## config.mk

```make
export PLATFORM = sky130hd
export DESIGN_NAME = keyed_decimal_directive_parser
export DESIGN_NICKNAME = d
export VERILOG_FILES = /design/src/sv/kddp_pkg.sv /design/src/sv/kddp_scan.sv /design/src/sv/keyed_decimal_directive_parser.sv
export SDC_FILE = /design/constraint.sdc
export NUM_CORES = 1
export LEC_CHECK = 0
export ABC_AREA = 1
export ABC_CLOCK_PERIOD_IN_PS = 6300
export BUFFER_PORTS_ARGS = -buffer_cell sky130_fd_sc_hd__buf_2
export CELL_PAD_IN_SITES_DETAIL_PLACEMENT = 0
export CELL_PAD_IN_SITES_GLOBAL_PLACEMENT = 1
export CORE_UTILIZATION = 49
export CTS_CLUSTER_SIZE = 28
export DETAILED_ROUTE_END_ITERATION = 8
export PLACE_DENSITY = 0.95
export SETUP_SLACK_MARGIN = 0.1
export SLEW_MARGIN = 20
export SYNTH_ARGS = -nofsm -noshare
export SYNTH_HDL_FRONTEND = slang
export SYNTH_SLANG_ARGS = --single-unit
```

## constraint.sdc

```tcl
create_clock -name clk -period 6.3 [get_ports clk]
set_clock_uncertainty 0.05 [all_clocks]
set_input_delay 0.315 -clock clk [delete_from_list [all_inputs] [get_ports clk]]
set_output_delay 0.315 -clock clk [all_outputs]
set_load 0.03 [all_outputs]
```

## src/sv/kddp_pkg.sv

```systemverilog
`timescale 1ns / 1ps

package kddp_pkg;

	// Default sizes handed to the top level as parameter defaults.
	localparam int KEY_MAX_CHARS_DEF       = 8;
	localparam int NUMBER_BUFFER_CHARS_DEF = 32;

	// The key register packs at most eight characters, so the window never needs more.
	localparam int KEY_WINDOW_MAX = 8;

	// Configuration port.
	localparam int CFG_INDEX_W = 2;
	localparam int CFG_DATA_W  = 64;
	localparam logic [CFG_INDEX_W-1:0] REG_KEY_CHARS  = 2'd0;
	localparam logic [CFG_INDEX_W-1:0] REG_KEY_LENGTH = 2'd1;

	// Characters the scanner reacts to.
	localparam logic [7:0] CH_PLUS  = 8'h2B;
	localparam logic [7:0] CH_MINUS = 8'h2D;
	localparam logic [7:0] CH_ZERO  = 8'h30;
	localparam logic [7:0] CH_NINE  = 8'h39;

	// Magnitude limits of a signed 64-bit result, and the largest accumulator that
	// can take one more digit without a closer look at the digit itself.
	localparam logic [63:0] POS_LIMIT = 64'h7FFF_FFFF_FFFF_FFFF;
	localparam logic [63:0] NEG_LIMIT = 64'h8000_0000_0000_0000;
	localparam logic [63:0] ACC_SAFE  = 64'd922337203685477580;
	localparam logic [3:0]  POS_LAST_DIGIT = 4'd7;
	localparam logic [3:0]  NEG_LAST_DIGIT = 4'd8;

	// Scan phase of the current line.
	typedef enum logic [4:0] {
		PH_SEARCH     = 5'b00001,
		PH_AFTER_KEY  = 5'b00010,
		PH_AFTER_SIGN = 5'b00100,
		PH_DIGITS     = 5'b01000,
		PH_DONE       = 5'b10000
	} phase_t;

	// One input beat as it leaves the input register.
	typedef struct packed {
		logic [7:0] ch;
		logic       eol;
	} kddp_beat_t;

	// Configuration as seen by the scanner.
	typedef struct packed {
		logic [63:0] key_chars;
		logic [3:0]  key_length;
	} kddp_cfg_t;

	// Report for a finished line.
	typedef struct packed {
		logic        found;
		logic [63:0] value;
	} kddp_result_t;

endpackage

```

## src/sv/kddp_scan.sv

```systemverilog
`timescale 1ns / 1ps

module kddp_scan import kddp_pkg::*; #(
	parameter int KEY_MAX_CHARS       = KEY_MAX_CHARS_DEF,
	parameter int NUMBER_BUFFER_CHARS = NUMBER_BUFFER_CHARS_DEF
) (
	input  logic         clk,
	input  logic         arst_n,
	input  logic         step,
	input  kddp_beat_t   beat,
	input  kddp_cfg_t    cfg,
	output kddp_result_t result
);

	localparam int KEY_CAP = (KEY_MAX_CHARS < KEY_WINDOW_MAX) ? KEY_MAX_CHARS : KEY_WINDOW_MAX;
	localparam int WIN_W   = 8 * KEY_CAP;
	localparam int FILL_W  = $clog2(KEY_CAP + 1);
	localparam int RUN_W   = $clog2(NUMBER_BUFFER_CHARS + 1);
	localparam logic [FILL_W-1:0] FILL_MAX  = FILL_W'(KEY_CAP);
	localparam logic [RUN_W-1:0]  RUN_MAX   = RUN_W'(NUMBER_BUFFER_CHARS);
	localparam logic [3:0]        KEY_CAP_L = 4'(KEY_CAP);

	logic [WIN_W-1:0]  window_q, window_d, window_next;
	logic [FILL_W-1:0] fill_q, fill_d, fill_next;
	phase_t            phase_q, phase_d;
	logic [RUN_W-1:0]  run_q, run_d, run_inc;
	logic [63:0]       acc_q, acc_d, acc_dig, acc_add, limit;
	logic              neg_q, neg_d, sat_q, sat_d, sat_dig;
	logic              is_digit, is_sign, ovf, hit;
	logic [3:0]        digit, klen;
	logic [2:0]        kidx;

	// Character classes; the low nibble of an ASCII digit is its value.
	assign is_digit = beat.ch inside {[CH_ZERO:CH_NINE]};
	assign is_sign  = (beat.ch == CH_PLUS) || (beat.ch == CH_MINUS);
	assign digit    = beat.ch[3:0];

	// Window and fill count after taking this character.
	assign window_next = (window_q << 8) | WIN_W'(beat.ch);
	assign fill_next   = (fill_q == FILL_MAX) ? fill_q : fill_q + 1'b1;
	assign run_inc     = (run_q < RUN_MAX) ? run_q + 1'b1 : run_q;

	// Effective key length, clamped to what the window holds.
	always_comb begin
		klen = cfg.key_length;
		if (klen == 4'd0) begin
			klen = 4'd1;
		end else if (klen > KEY_CAP_L) begin
			klen = KEY_CAP_L;
		end
	end

	// Key match: window byte i (newest first) against key byte klen-1-i.
	always_comb begin
		hit  = (4'(fill_next) >= klen);
		kidx = 3'd0;
		for (int i = 0; i < KEY_CAP; i++) begin
			kidx = 3'(klen - 4'(i) - 4'd1);
			if ((4'(i) < klen) && (window_next[8*i +: 8] != cfg.key_chars[{kidx, 3'b000} +: 8])) begin
				hit = 1'b0;
			end
		end
	end

	// Decimal accumulate with saturation at the signed 64-bit limits.
	assign limit   = neg_q ? NEG_LIMIT : POS_LIMIT;
	assign ovf     = (acc_q > ACC_SAFE) ||
	                 ((acc_q == ACC_SAFE) && (digit > (neg_q ? NEG_LAST_DIGIT : POS_LAST_DIGIT)));
	assign acc_add = (acc_q << 3) + (acc_q << 1) + 64'(digit);
	assign acc_dig = sat_q ? acc_q : (ovf ? limit : acc_add);
	assign sat_dig = sat_q | ovf;

	// Next state of the line scan.
	always_comb begin
		window_d = window_q;
		fill_d   = fill_q;
		phase_d  = phase_q;
		run_d    = run_q;
		acc_d    = acc_q;
		neg_d    = neg_q;
		sat_d    = sat_q;
		if (step) begin
			if (beat.eol) begin
				window_d = '0;
				fill_d   = '0;
				phase_d  = PH_SEARCH;
				run_d    = '0;
				acc_d    = '0;
				neg_d    = 1'b0;
				sat_d    = 1'b0;
			end else if (phase_q != PH_DONE) begin
				window_d = window_next;
				fill_d   = fill_next;
				case (phase_q)
					PH_AFTER_KEY: begin
						if (is_sign) begin
							neg_d   = (beat.ch == CH_MINUS);
							run_d   = run_inc;
							phase_d = PH_AFTER_SIGN;
						end else if (is_digit) begin
							run_d   = run_inc;
							acc_d   = acc_dig;
							sat_d   = sat_dig;
							phase_d = PH_DIGITS;
						end else begin
							phase_d = PH_SEARCH;
						end
					end
					PH_AFTER_SIGN: begin
						if (is_digit) begin
							run_d   = run_inc;
							acc_d   = acc_dig;
							sat_d   = sat_dig;
							phase_d = PH_DIGITS;
						end else begin
							phase_d = PH_SEARCH;
						end
					end
					PH_DIGITS: begin
						if (is_digit) begin
							run_d = run_inc;
							acc_d = acc_dig;
							sat_d = sat_dig;
						end else if (run_q < RUN_MAX) begin
							phase_d = PH_DONE;
						end else begin
							phase_d = PH_SEARCH;
						end
					end
					default: begin
					end
				endcase
				// A fresh key match starts a new candidate run.
				if ((phase_d == PH_SEARCH) && hit) begin
					phase_d = PH_AFTER_KEY;
					run_d   = '0;
					acc_d   = '0;
					neg_d   = 1'b0;
					sat_d   = 1'b0;
				end
			end
		end
	end

	// Scan state registers.
	always_ff @(posedge clk or negedge arst_n) begin
		if (!arst_n) begin
			window_q <= '0;
			fill_q   <= '0;
			phase_q  <= PH_SEARCH;
			run_q    <= '0;
			acc_q    <= '0;
			neg_q    <= 1'b0;
			sat_q    <= 1'b0;
		end else begin
			window_q <= window_d;
			fill_q   <= fill_d;
			phase_q  <= phase_d;
			run_q    <= run_d;
			acc_q    <= acc_d;
			neg_q    <= neg_d;
			sat_q    <= sat_d;
		end
	end

	// Report for the line if it ended now; a run still open counts if short enough.
	always_comb begin
		result.found = (phase_q == PH_DONE) || ((phase_q == PH_DIGITS) && (run_q < RUN_MAX));
		result.value = '0;
		if (result.found) begin
			result.value = neg_q ? (64'd0 - acc_q) : acc_q;
		end
	end

	// The run length never passes its saturation point.
	a_run_bound: assert property (@(posedge clk) disable iff (!arst_n)
		run_q <= RUN_MAX)
		else $error("run length beyond buffer size");

	// A saturated accumulator holds exactly the limit for its sign.
	a_sat_limit: assert property (@(posedge clk) disable iff (!arst_n)
		sat_q |-> (acc_q == (neg_q ? NEG_LIMIT : POS_LIMIT)))
		else $error("saturated accumulator off its limit");

	// End of line leaves the scanner searching with an empty window.
	a_eol_clear: assert property (@(posedge clk) disable iff (!arst_n)
		(step && beat.eol) |=> ((phase_q == PH_SEARCH) && (fill_q == '0) && !sat_q))
		else $error("line state not cleared at end of line");

endmodule

```

## src/sv/keyed_decimal_directive_parser.sv

```systemverilog
`timescale 1ns / 1ps

// Scans a line one character per beat for a configured key of one to eight characters
// and reads the optionally signed decimal number right after it, saturating at the
// signed 64-bit limits. Only the first qualifying number counts; the end_of_line beat
// produces one result beat with found and value (value is 0 when nothing was found).
// The block takes one character every cycle: each character goes through an input
// register, then a scan step that shifts the key window, compares it and does the
// multiply-by-ten-and-add on the accumulator. A result is registered when its end_of_line
// beat leaves the input register; only an end_of_line beat that meets a full, stalled
// result register holds the input. Write key_chars and key_length between lines.
module keyed_decimal_directive_parser import kddp_pkg::*; #(
	parameter int KEY_MAX_CHARS       = KEY_MAX_CHARS_DEF,
	parameter int NUMBER_BUFFER_CHARS = NUMBER_BUFFER_CHARS_DEF
) (
	input  logic                   clk,
	input  logic                   arst_n,
	// Character channel.
	input  logic                   item_valid,
	output logic                   item_stall,
	input  logic [7:0]             ch,
	input  logic                   end_of_line,
	// Result channel.
	output logic                   result_valid,
	input  logic                   result_stall,
	output logic                   found,
	output logic signed [63:0]     value,
	// Configuration write channel.
	input  logic                   cfg_valid,
	output logic                   cfg_ready,
	input  logic [CFG_INDEX_W-1:0] cfg_index,
	input  logic [CFG_DATA_W-1:0]  cfg_data
);

	logic         valid_s1;
	kddp_beat_t   beat_s1;
	logic         advance, accept, step;
	logic         result_valid_q;
	logic         found_q;
	logic [63:0]  value_q;
	logic [63:0]  key_chars_q;
	logic [3:0]   key_length_q;
	kddp_cfg_t    cfg;
	kddp_result_t line_result;

	// The input stage moves on unless an end of line meets a blocked result register.
	assign advance    = !beat_s1.eol || !result_valid_q || !result_stall;
	assign item_stall = valid_s1 && !advance;
	assign accept     = item_valid && !item_stall;
	assign step       = valid_s1 && advance;

	// Input register control.
	always_ff @(posedge clk or negedge arst_n) begin
		if (!arst_n) begin
			valid_s1 <= 1'b0;
		end else if (accept) begin
			valid_s1 <= 1'b1;
		end else if (advance) begin
			valid_s1 <= 1'b0;
		end
	end

	// Input register payload.
	always_ff @(posedge clk) begin
		if (accept) begin
			beat_s1.ch  <= ch;
			beat_s1.eol <= end_of_line;
		end
	end

	// Configuration registers; the port is always ready.
	assign cfg_ready = 1'b1;

	always_ff @(posedge clk or negedge arst_n) begin
		if (!arst_n) begin
			key_chars_q  <= '0;
			key_length_q <= 4'd1;
		end else if (cfg_valid && cfg_ready) begin
			case (cfg_index)
				REG_KEY_CHARS:  key_chars_q  <= cfg_data;
				REG_KEY_LENGTH: key_length_q <= cfg_data[3:0];
				default: begin
				end
			endcase
		end
	end

	assign cfg.key_chars  = key_chars_q;
	assign cfg.key_length = key_length_q;

	// Line scanner.
	kddp_scan #(
		.KEY_MAX_CHARS       (KEY_MAX_CHARS),
		.NUMBER_BUFFER_CHARS (NUMBER_BUFFER_CHARS)
	) u_scan (
		.clk    (clk),
		.arst_n (arst_n),
		.step   (step),
		.beat   (beat_s1),
		.cfg    (cfg),
		.result (line_result)
	);

	// Result register control.
	always_ff @(posedge clk or negedge arst_n) begin
		if (!arst_n) begin
			result_valid_q <= 1'b0;
		end else if (step && beat_s1.eol) begin
			result_valid_q <= 1'b1;
		end else if (!result_stall) begin
			result_valid_q <= 1'b0;
		end
	end

	// Result register payload.
	always_ff @(posedge clk) begin
		if (step && beat_s1.eol) begin
			found_q <= line_result.found;
			value_q <= line_result.value;
		end
	end

	assign result_valid = result_valid_q;
	assign found        = found_q;
	assign value        = $signed(value_q);

	// An end of line blocked by the result register stays in the input stage.
	a_eol_held: assert property (@(posedge clk) disable iff (!arst_n)
		(valid_s1 && beat_s1.eol && result_valid_q && result_stall) |=> (valid_s1 && beat_s1.eol))
		else $error("blocked end of line lost");

	// A new result beat comes only from an end-of-line step.
	a_result_source: assert property (@(posedge clk) disable iff (!arst_n)
		$rose(result_valid_q) |-> $past(step && beat_s1.eol))
		else $error("result beat without end of line");

	// A line without a number reports zero.
	a_zero_when_absent: assert property (@(posedge clk) disable iff (!arst_n)
		(result_valid_q && !found_q) |-> (value_q == 64'd0))
		else $error("nonzero value without a found number");

endmodule

```

==> results.txt, run 1 <==
- Initial Utilization: 0.495
- At the placement stage, the worst setup path has a slack of 1.29 ns.
- Sw Pwr: 2.35 mW
- The multi-input combinational cells in the finished layout cover a total of 12500 sq um.
* Sum of routed wire segments on met1: 31.3 mm
- After detailed routing, the average wire length per cell comes to 20.1 um.
- From bottom edge to top edge, the die measures 213 um.
- After detailed routing, the met3 layer carries 5.13 mm of wire.
- Part of the power in combinational logic: 0.315
* I/O pin count: 148
- Counting every net in the synthesized netlist gives 3409.
* Leading cell type by number of instances after synthesis: sky130_fd_sc_hd__nand2_1
- From left edge to right edge, the die measures 213 um.
- The share of synthesized area in the top cell type comes to 0.235.
- In the final layout, the share of cells above drive strength 1 is 0.0848.
* Total wire length: 79.9 mm
* Number of global-route vias before repair: 22.4k
* Final Hold Slack: 0.0248 ns
* Pre-antenna DRT Iters: 8
* Area Growth Syn to Fin: 13.7%
- For this run, design rule violations remaining after detail routing come to 0.
* Total power after layout: 6.24 mW
* Post-synthesis cell count: 3192
- Max-capacitance violation count: 0
- The critical path is of the flip-flop to flip-flop type.
- The clock passes through at most 3 buffers.
- Count of standard-cell rows: 77
- Number of buffers created by CTS: 36
- Maximum number of pins on one net before global-route repair: 112
* Fraction of the core area covered by cells at the end of the flow: 0.563
* Area contributors post-synth: sky130_fd_sc_hd__dfrtp_1 (23%), sky130_fd_sc_hd__nand2_1 (13%), sky130_fd_sc_hd__nand3_1 (12%)
* Post-synthesis cell type with the largest combined area: sky130_fd_sc_hd__dfrtp_1
* Sequential power share: 0.336
- Ranked by instance count, the synthesized netlist is headed by sky130_fd_sc_hd__nand2_1 (776), sky130_fd_sc_hd__nand3_1 (507), sky130_fd_sc_hd__inv_1 (372).
- Routability-driven placement finished with a final weighted congestion of 1.05.
- Fraction of power spent switching nets: 0.376
- Met2 routed wirelength: 37.9 mm
* Antenna violations before repair: 1
* Highest signal layer in the routed design: met4
- Summed over all failing endpoints, the final setup total negative slack is 0 ns.
- Post-layout worst setup margin: 1.10 ns
- Setup violations remaining at the end of the flow were counted as 0.
* Post-route clock period utilization: 0.826
- Once detail routing completed, the nets flagged for antenna violations numbered 0.
* Launch point of the worst reg-to-reg path: key_length_q[3]
* Mapped Area: 21800 sq um
- TritonCTS built the clock tree.
* Final-layout fill cell count: 4335
- For the finished layout, the period the worst path requires is 5.20 ns.
- Across every metal layer, demand over resource in global routing totals 0.355.
* Clock group share of total power: 0.349
* Worst setup path start: key_length_q[3]
- Counting flops with an async set or reset pin after synthesis yields a share of 0.737.
* Number of port buffers: 146
* #FFs+latches synth: 281
- The final route contains 23.1k vias.
- The worst setup path is captured at a flip-flop.
* Remaining Overflow, GRT: 0
- Worst-path clk slew: 0.06 ns
- Clock Sink Count: 281
- Mean number of vias per cell: 5.83
- In this run the clock root is driven by a sky130_fd_sc_hd__clkbuf_16.
* Clock insertion delay at the later pin of the skew report: 0.55 ns
- Run status: finished, final reports clean
* Critical path startpoint category: flip-flop
* Hold/Removal Path Class: input port to flip-flop
- Standby leakage power: 12.9 nW
- Post-cts repair resize count: 0
- HP Start: cfg_data[46]
- Part of the Yosys area used for sequential elements: 0.339
- The net count of the finished layout is 3564.
- Dividing the synthesized area by the synthesized cell count gives 6.84 sq um.
* RSZ-0062 raised after global routing: no
- For this run, the leading register cell type out of synthesis is sky130_fd_sc_hd__dfrtp_1.
- Max VDD drop: 0.000180 V
- Required arrival time at the worst endpoint: 6.69 ns
- Timing would allow up to 192 MHz.
- Yosys printed 0 warnings.
- Sequential cell area: 7410 sq um
- Count of flip-flops with a built-in enable after synthesis: 74
* Final HPWL DP: 58.6 mm
- In this run the worst path has a maximum fanout of 64.
- Wire length of the first global-routing pass: 123 mm
- Pint: 3.89 mW
- H-tree levels: 2
* Number of max-slew violations in the final report: 0
- Number of endpoints with negative hold slack in the final report: 0
- For this design the ratio of total power to cell area is 251 nW/um^2.
- Max transition margin: 0.282
- Transition time of the tightest slew-check pin: 1.08 ns
- DRC marker count from the first detailed-route iteration: 2173
- The die covers 45400 sq um.
- For the worst setup path, the data arrival time is 5.59 ns.
- Core region area: 44100 sq um
- After synthesis, the netlist uses 52 different library cells.
## layer usage
layer | up-vias | global-route usage
li1 | 11000 | -
met1 | 10900 | 0.421
met2 | 931 | 0.599
met3 | 272 | 0.0568
met4 | 0 | 0.229
met5 | - | 0
## cell type report
| type | count | area share |
|---|---|---|
| antenna | 1 | 0.000101 |
| clock inverter | 18 | 0.00932 |
| clock buffer | 46 | 0.0402 |
| timing repair buffer | 233 | 0.0627 |
| inverter | 383 | 0.0579 |
| sequential | 281 | 0.298 |
| multi-input combinational | 2412 | 0.502 |
| tap | 592 | 0.0298 |
## critical path, stage by stage, from the launching register on
cell and delay, ns:
sky130_fd_sc_hd__dfrtp_1 0.43, sky130_fd_sc_hd__inv_2 0.16, sky130_fd_sc_hd__nand2_2 0.53, sky130_fd_sc_hd__inv_2 0.76
sky130_fd_sc_hd__ha_1 0.36, sky130_fd_sc_hd__inv_1 0.07, sky130_fd_sc_hd__nand2_2 0.08, sky130_fd_sc_hd__nand2_2 0.26
sky130_fd_sc_hd__inv_2 0.40, sky130_fd_sc_hd__nand3_1 0.16, sky130_fd_sc_hd__nand2_1 0.08, sky130_fd_sc_hd__nand2_1 0.05
sky130_fd_sc_hd__nand2_1 0.05, sky130_fd_sc_hd__nand2_1 0.08, sky130_fd_sc_hd__nor2_1 0.11, sky130_fd_sc_hd__nand2_1 0.09
sky130_fd_sc_hd__nor2_1 0.12, sky130_fd_sc_hd__nand2_1 0.07, sky130_fd_sc_hd__o21bai_2 0.19, sky130_fd_sc_hd__nand2_2 0.12
sky130_fd_sc_hd__nand2_4 0.11, sky130_fd_sc_hd__nand2_2 0.09, sky130_fd_sc_hd__buf_4 0.37, sky130_fd_sc_hd__nand3_1 0.17
sky130_fd_sc_hd__nand2_1 0.07
## power groups by stage
| stage | combinational [mW] | sequential [mW] | clock [mW] |
|---|---|---|---|
| after floorplan | 1.29 | 2.12 | 0 |
| after global placement | 1.84 | 2.12 | 0 |
| after detailed placement | 1.86 | 2.13 | 0 |
| after CTS | 1.90 | 2.09 | 2.21 |
| after global routing | 2.16 | 2.10 | 2.28 |
| final | 1.97 | 2.10 | 2.18 |
## kinds of logic after synthesis
family          Yosys count  share of synthesized area
compound gates          513                      0.128
xor+xnor                 38                     0.0152
fa+ha+maj               137                     0.0791
buf+inv                 499                     0.0918
flops                   281                      0.339
mux                      17                    0.00876
other cells               1                   0.000172
simple gates           1706                      0.338
## worst paths after layout
path / endpoint / slack, ns / cells past startpoint
setup reg to reg: u_scan.acc_q[15] / 1.10 / 24
hold / removal: key_chars_q[46] / 0.02 / 3
max in group asynchronous: u_scan.window_q[25] / 4.28 / 3
hold reg to reg: u_scan.phase_q[0] / 0.47 / 2
setup / recovery: u_scan.acc_q[15] / 1.10 / 24
min in group asynchronous: key_chars_q[44] / 0.37 / 2
## placed cells by master (no fill, tap or decap), types with 22 or more instances in the layout
cell / n
sky130_fd_sc_hd__o22ai_1: 60
sky130_fd_sc_hd__buf_4: 22
sky130_fd_sc_hd__dfrtp_1: 204
sky130_fd_sc_hd__edfxtp_1: 74
sky130_fd_sc_hd__buf_2: 145
sky130_fd_sc_hd__clkbuf_16: 37
sky130_fd_sc_hd__nor3_1: 67
sky130_fd_sc_hd__ha_1: 135
sky130_fd_sc_hd__inv_1: 370
sky130_fd_sc_hd__nor2_1: 269
sky130_fd_sc_hd__nand3_1: 507
sky130_fd_sc_hd__a21oi_1: 234
sky130_fd_sc_hd__nand2_1: 773
sky130_fd_sc_hd__dlygate4sd3_1: 65
sky130_fd_sc_hd__a31oi_1: 26
sky130_fd_sc_hd__o21ai_0: 148
## registers in the layout (all words and copies together), names as in the netlist
name,flops
u_scan.fill_q,4
u_scan.neg_q,1
u_scan.run_q,6
u_scan.acc_q,64
u_scan.window_q,56
u_scan.sat_q,1
value,64
beat_s1,9
result_valid,1
key_length_q,4
key_chars_q,64
u_scan.phase_q,5
found,1
valid_s1,1
## stage by stage
step	instances	area, sq um
after global routing	3966	24800
after floorplan	3192	21800
after CTS	3965	24800
final	3966	24800
after detailed placement	3836	22900
after global placement	3836	22900
## what timing repair did
item,CTS,global route
buffers inserted,0,0
endpoints found under the hold margin,164,0
hold buffers,65,0
Note: power is estimated with default switching activity, not from simulation.
==> run 2, diff against run 1 <==
--- a/config.mk
+++ b/config.mk
@@ -6,14 +6,14 @@
 export NUM_CORES = 1
 export LEC_CHECK = 0
 export ABC_AREA = 1
-export ABC_CLOCK_PERIOD_IN_PS = 6300
+export ABC_CLOCK_PERIOD_IN_PS = 4200
 export BUFFER_PORTS_ARGS = -buffer_cell sky130_fd_sc_hd__buf_2
 export CELL_PAD_IN_SITES_DETAIL_PLACEMENT = 0
 export CELL_PAD_IN_SITES_GLOBAL_PLACEMENT = 1
-export CORE_UTILIZATION = 49
+export CORE_UTILIZATION = 41
 export CTS_CLUSTER_SIZE = 28
 export DETAILED_ROUTE_END_ITERATION = 8
-export PLACE_DENSITY = 0.95
+export PLACE_DENSITY = 0.86
 export SETUP_SLACK_MARGIN = 0.1
 export SLEW_MARGIN = 20
 export SYNTH_ARGS = -nofsm -noshare
==> constraint.sdc (replaced) <==
create_clock -name clk -period 4.2 [get_ports clk]
set_clock_uncertainty 0.05 [all_clocks]
set_input_delay 0.21 -clock clk [delete_from_list [all_inputs] [get_ports clk]]
set_output_delay 0.21 -clock clk [all_outputs]
set_load 0.03 [all_outputs]
==> run 2 against run 1 <==
Cell count is 3.5% higher; wire length decreased by 0.59%; largest cell class unchanged; highest routed layer is now met5; via count is 0.88% lower.
==> results.txt, run 2 (synthesis gave the netlist of run 1 again) <==
- GR Layer Usage met3: 0.0414 (-0.0154)
- Post-route clock period utilization: 0.931 (+0.106)
- The number of buffers added on ports was 146 (unchanged).
- Number of endpoints with negative hold slack in the final report: 0 (unchanged)
- The finished layout cell area came to 25400 sq um (+2.1%).
- The number of buffers on the longest clock path was 3 (unchanged).
- Die Footprint: 54200 sq um (+19%)
- The fraction of layout instances using a drive strength above 1 was 0.0945 (+0.00971).
- Area post-placement: 23400 sq um (+1.8%)
* Number of placed instances, taps included: 3964 (+3.3%)
* Root Driver: sky130_fd_sc_hd__clkbuf_16
- The global routing met2 resource utilization was 0.491 (-0.109).
- The width of the chip is 233 um (+9.2%).
- The critical path is of the flip-flop to flip-flop type.
* Total wire length: 79.4 mm (-0.59%)
* CTS tree: built
* Final setup violation count: 0 (unchanged)
- Number of DRC violations after detailed routing: 0 (unchanged)
- STA classifies the critical path endpoint as a flip-flop.
- The ratio of total power to cell area is 368 nW/um^2 (+46%).
* Met1 capacity usage during global routing: 0.356 (-0.0647)
- Leaving out fill and tap cells, the most frequent cell in the layout is sky130_fd_sc_hd__nand2_1.
- The HPWL reported at the end of detailed placement is 59.4 mm (+1.4%).
* Initial Utilization: 0.415 (-0.0802)
- Placer congestion estimate: 0.973 (-7.5%)
- The final critical-path required period was 3.91 ns (-1.29 ns).
- The worst-skew pair later-pin latency was 0.59 ns (+0.04 ns).
- In this design, the critical path's most frequently occurring cell is sky130_fd_sc_hd__nand2_1.
- The number of sinks on the clock net is 281 (unchanged).
- Max VDD drop: 0.000276 V (+53%)
- The number of nets in the finished design is 3608 (+1.2%).
* Final non-filler cell total: 4106 (+3.5%)
* Area Growth Syn to Fin: 16.1%
- Crit-path cells: fa_1, ha_1, nand3_1, nand2_1, a21boi_0, o21bai_1, a21oi_1, o21ai_0, buf_4, nand3_1, o21ai_0, nand2_1, nand3_1, nand3b_1, nand2_1, nand2_1
- Mean number of vias per cell: 5.58 (-4.3%)
* Antenna fix cells: 0 (-1)
- The min-delay analysis places its worst path in the category input port to flip-flop.
- Pre-antenna DRT Iters: 6 (-2)
* Setup TNS after final layout: 0 ns (unchanged)
* Most crowded layer after global routing: met2
- The pin slew with the least headroom to its limit is 1.01 ns (-0.0628 ns).
- The overall overflow remaining after global route came to 0 (unchanged).
- Crit-path leading delay family: compound AO/OA/AOI/OAI gates
* Antenna violations before repair: 2 (+1)
- Die height: 233 um (+9.2%)
* Routed len/inst: 19.3 um (-4.0%)
* Maximum number of pins on one net before global-route repair: 108 (-3.6%)
- The final-layout worst hold slack is 0.0621 ns (+0.0373 ns).
- The number of fill cells in the layout was 5363 (+24%).
* Internal reg-to-reg setup slack: 0.29 ns (-0.81 ns)
* Run status: finished, final reports clean
- Number of max-slew violations in the final report: 0 (unchanged)
- The register area came to 7410 sq um (unchanged).
* Arrival @ worst endpoint: 4.30 ns (-1.29 ns)
- Max transition margin: 0.321 (+0.0395)
* H-tree levels: 2 (unchanged)
* Max stage delay cell, worst path: sky130_fd_sc_hd__dfrtp_1
* Crit path buf inv count: 1 (-4)
* Maximum single-stage delay on the critical path: 0.47 ns (-0.29 ns)
* Max-capacitance violation count: 0 (unchanged)
- Core region area: 52700 sq um (+19%)
- The global-route wire length before repair came to 123 mm (-0.68%).
- RSZ-0062 raised after global routing: no
- Antenna viol nets, final: 0 (unchanged)
- Total Routing Usage GR: 0.293 (-0.0624)
- The multi-input gate area in the final layout was 12500 sq um (about the same).
- The number of buffers created by CTS was 35 (-2.8%).
- The worst setup path is launched from a flip-flop.
* Number of global-route vias before repair: 22.2k (-0.68%)
* Count of standard-cell rows: 84 (+9.1%)
* Required arrival time at the worst endpoint: 4.59 ns (-2.10 ns)
- The leakage component of the power came to 13.2 nW (+1.7%).
* Worst-path clk slew: 0.06 ns (about the same)
- The highest fanout seen on the critical path is 7 (-89%).
- Most frequent cells in the layout: sky130_fd_sc_hd__nand2_1 (773), sky130_fd_sc_hd__nand3_1 (506), sky130_fd_sc_hd__inv_1 (370)
- The peak clock frequency supported by timing came to 256 MHz (+33%).
- I/O pin count: 148 (unchanged)
* Via total after detailed routing: 22.9k (-0.88%)
- The iteration-0 DRC count of the detailed router came to 2363 (+8.7%).
-- run 2: cell count changes in the layout (fill, tap and decap cells not counted), moves of 2 or more --
| cell | previous run | this run |
|---|---|---|
| sky130_fd_sc_hd__clkinv_2 | 5 | 3 |
| sky130_fd_sc_hd__clkbuf_16 | 37 | 35 |
| sky130_fd_sc_hd__clkbuf_1 | 5 | 3 |
| sky130_fd_sc_hd__clkinvlp_4 | 3 | 5 |
| sky130_fd_sc_hd__dlygate4sd3_1 | 65 | 77 |
| sky130_fd_sc_hd__buf_12 | 0 | 6 |
| sky130_fd_sc_hd__inv_6 | 0 | 7 |
| sky130_fd_sc_hd__buf_4 | 22 | 49 |
| sky130_fd_sc_hd__o21ai_0 | 148 | 145 |
| sky130_fd_sc_hd__o21ai_1 | 0 | 3 |
-- run 2: layout make-up --
class | instances | area share
clock buffers | 41 | 0.0366
clock inverters | 23 | 0.0102
inverters | 383 | 0.0568
multi-input cells | 2412 | 0.492
flip-flops and latches | 281 | 0.292
well taps | 688 | 0.0339
repair buffers | 278 | 0.0788
-- run 2: path summary, 6_finish.rpt --
path / startpoint / to / cells past startpoint
worst min register to register: u_scan.phase_q[0] / u_scan.phase_q[0] / 2
worst min-delay path: cfg_index[1] / key_length_q[0] / 3
worst max register to register: u_scan.acc_q[2] / u_scan.acc_q[55] / 16
worst max-delay path: u_scan.acc_q[2] / u_scan.acc_q[55] / 16
min in group asynchronous: arst_n / key_chars_q[60] / 2
max in group asynchronous: arst_n / u_scan.acc_q[50] / 3
-- run 2: timing repair --
item	4_1_cts	5_1_grt
setup buffers	0	1
setup endpoints to repair	0	69
resized for setup	0	9
hold buffers	77	0
hold endpoints to repair	181	0
-- run 2: where the power goes --
group	internal, mW	total, mW	switching [mW]
clock	1.86	3.19	1.33
sequential	2.99	3.15	0.166
combinational	0.906	2.99	2.08
-- run 2: metal layers --
layer | vias to the layer above | share of wire | wire [um]
met2 | 820 | 0.47 | 37200
met3 | 250 | 0.056 | 4470
met5 | - | 0.00015 | 12
li1 | 11100 | - | -
met4 | 2 | 0.066 | 5220
met1 | 10700 | 0.41 | 32500
-- run 2: through the flow --
| stage | utilization | setup slack [ns] | power (mW) |
|---|---|---|---|
| floorplan | - | 0.763 | 5.12 |
| global placement | 0.444 | 0.323 | 6.02 |
| detailed placement | 0.444 | 0.245 | 6.03 |
| CTS | 0.481 | 0.227 | 9.28 |
| global route | 0.482 | 0.112 | 9.80 |
| finish | 0.482 | 0.288 | 9.33 |
-- run 2: worst min-delay path, cell delays in order --
cell and delay, ns:
sky130_fd_sc_hd__buf_2 0.09, sky130_fd_sc_hd__nand3b_1 0.26, sky130_fd_sc_hd__o21ai_0 0.12
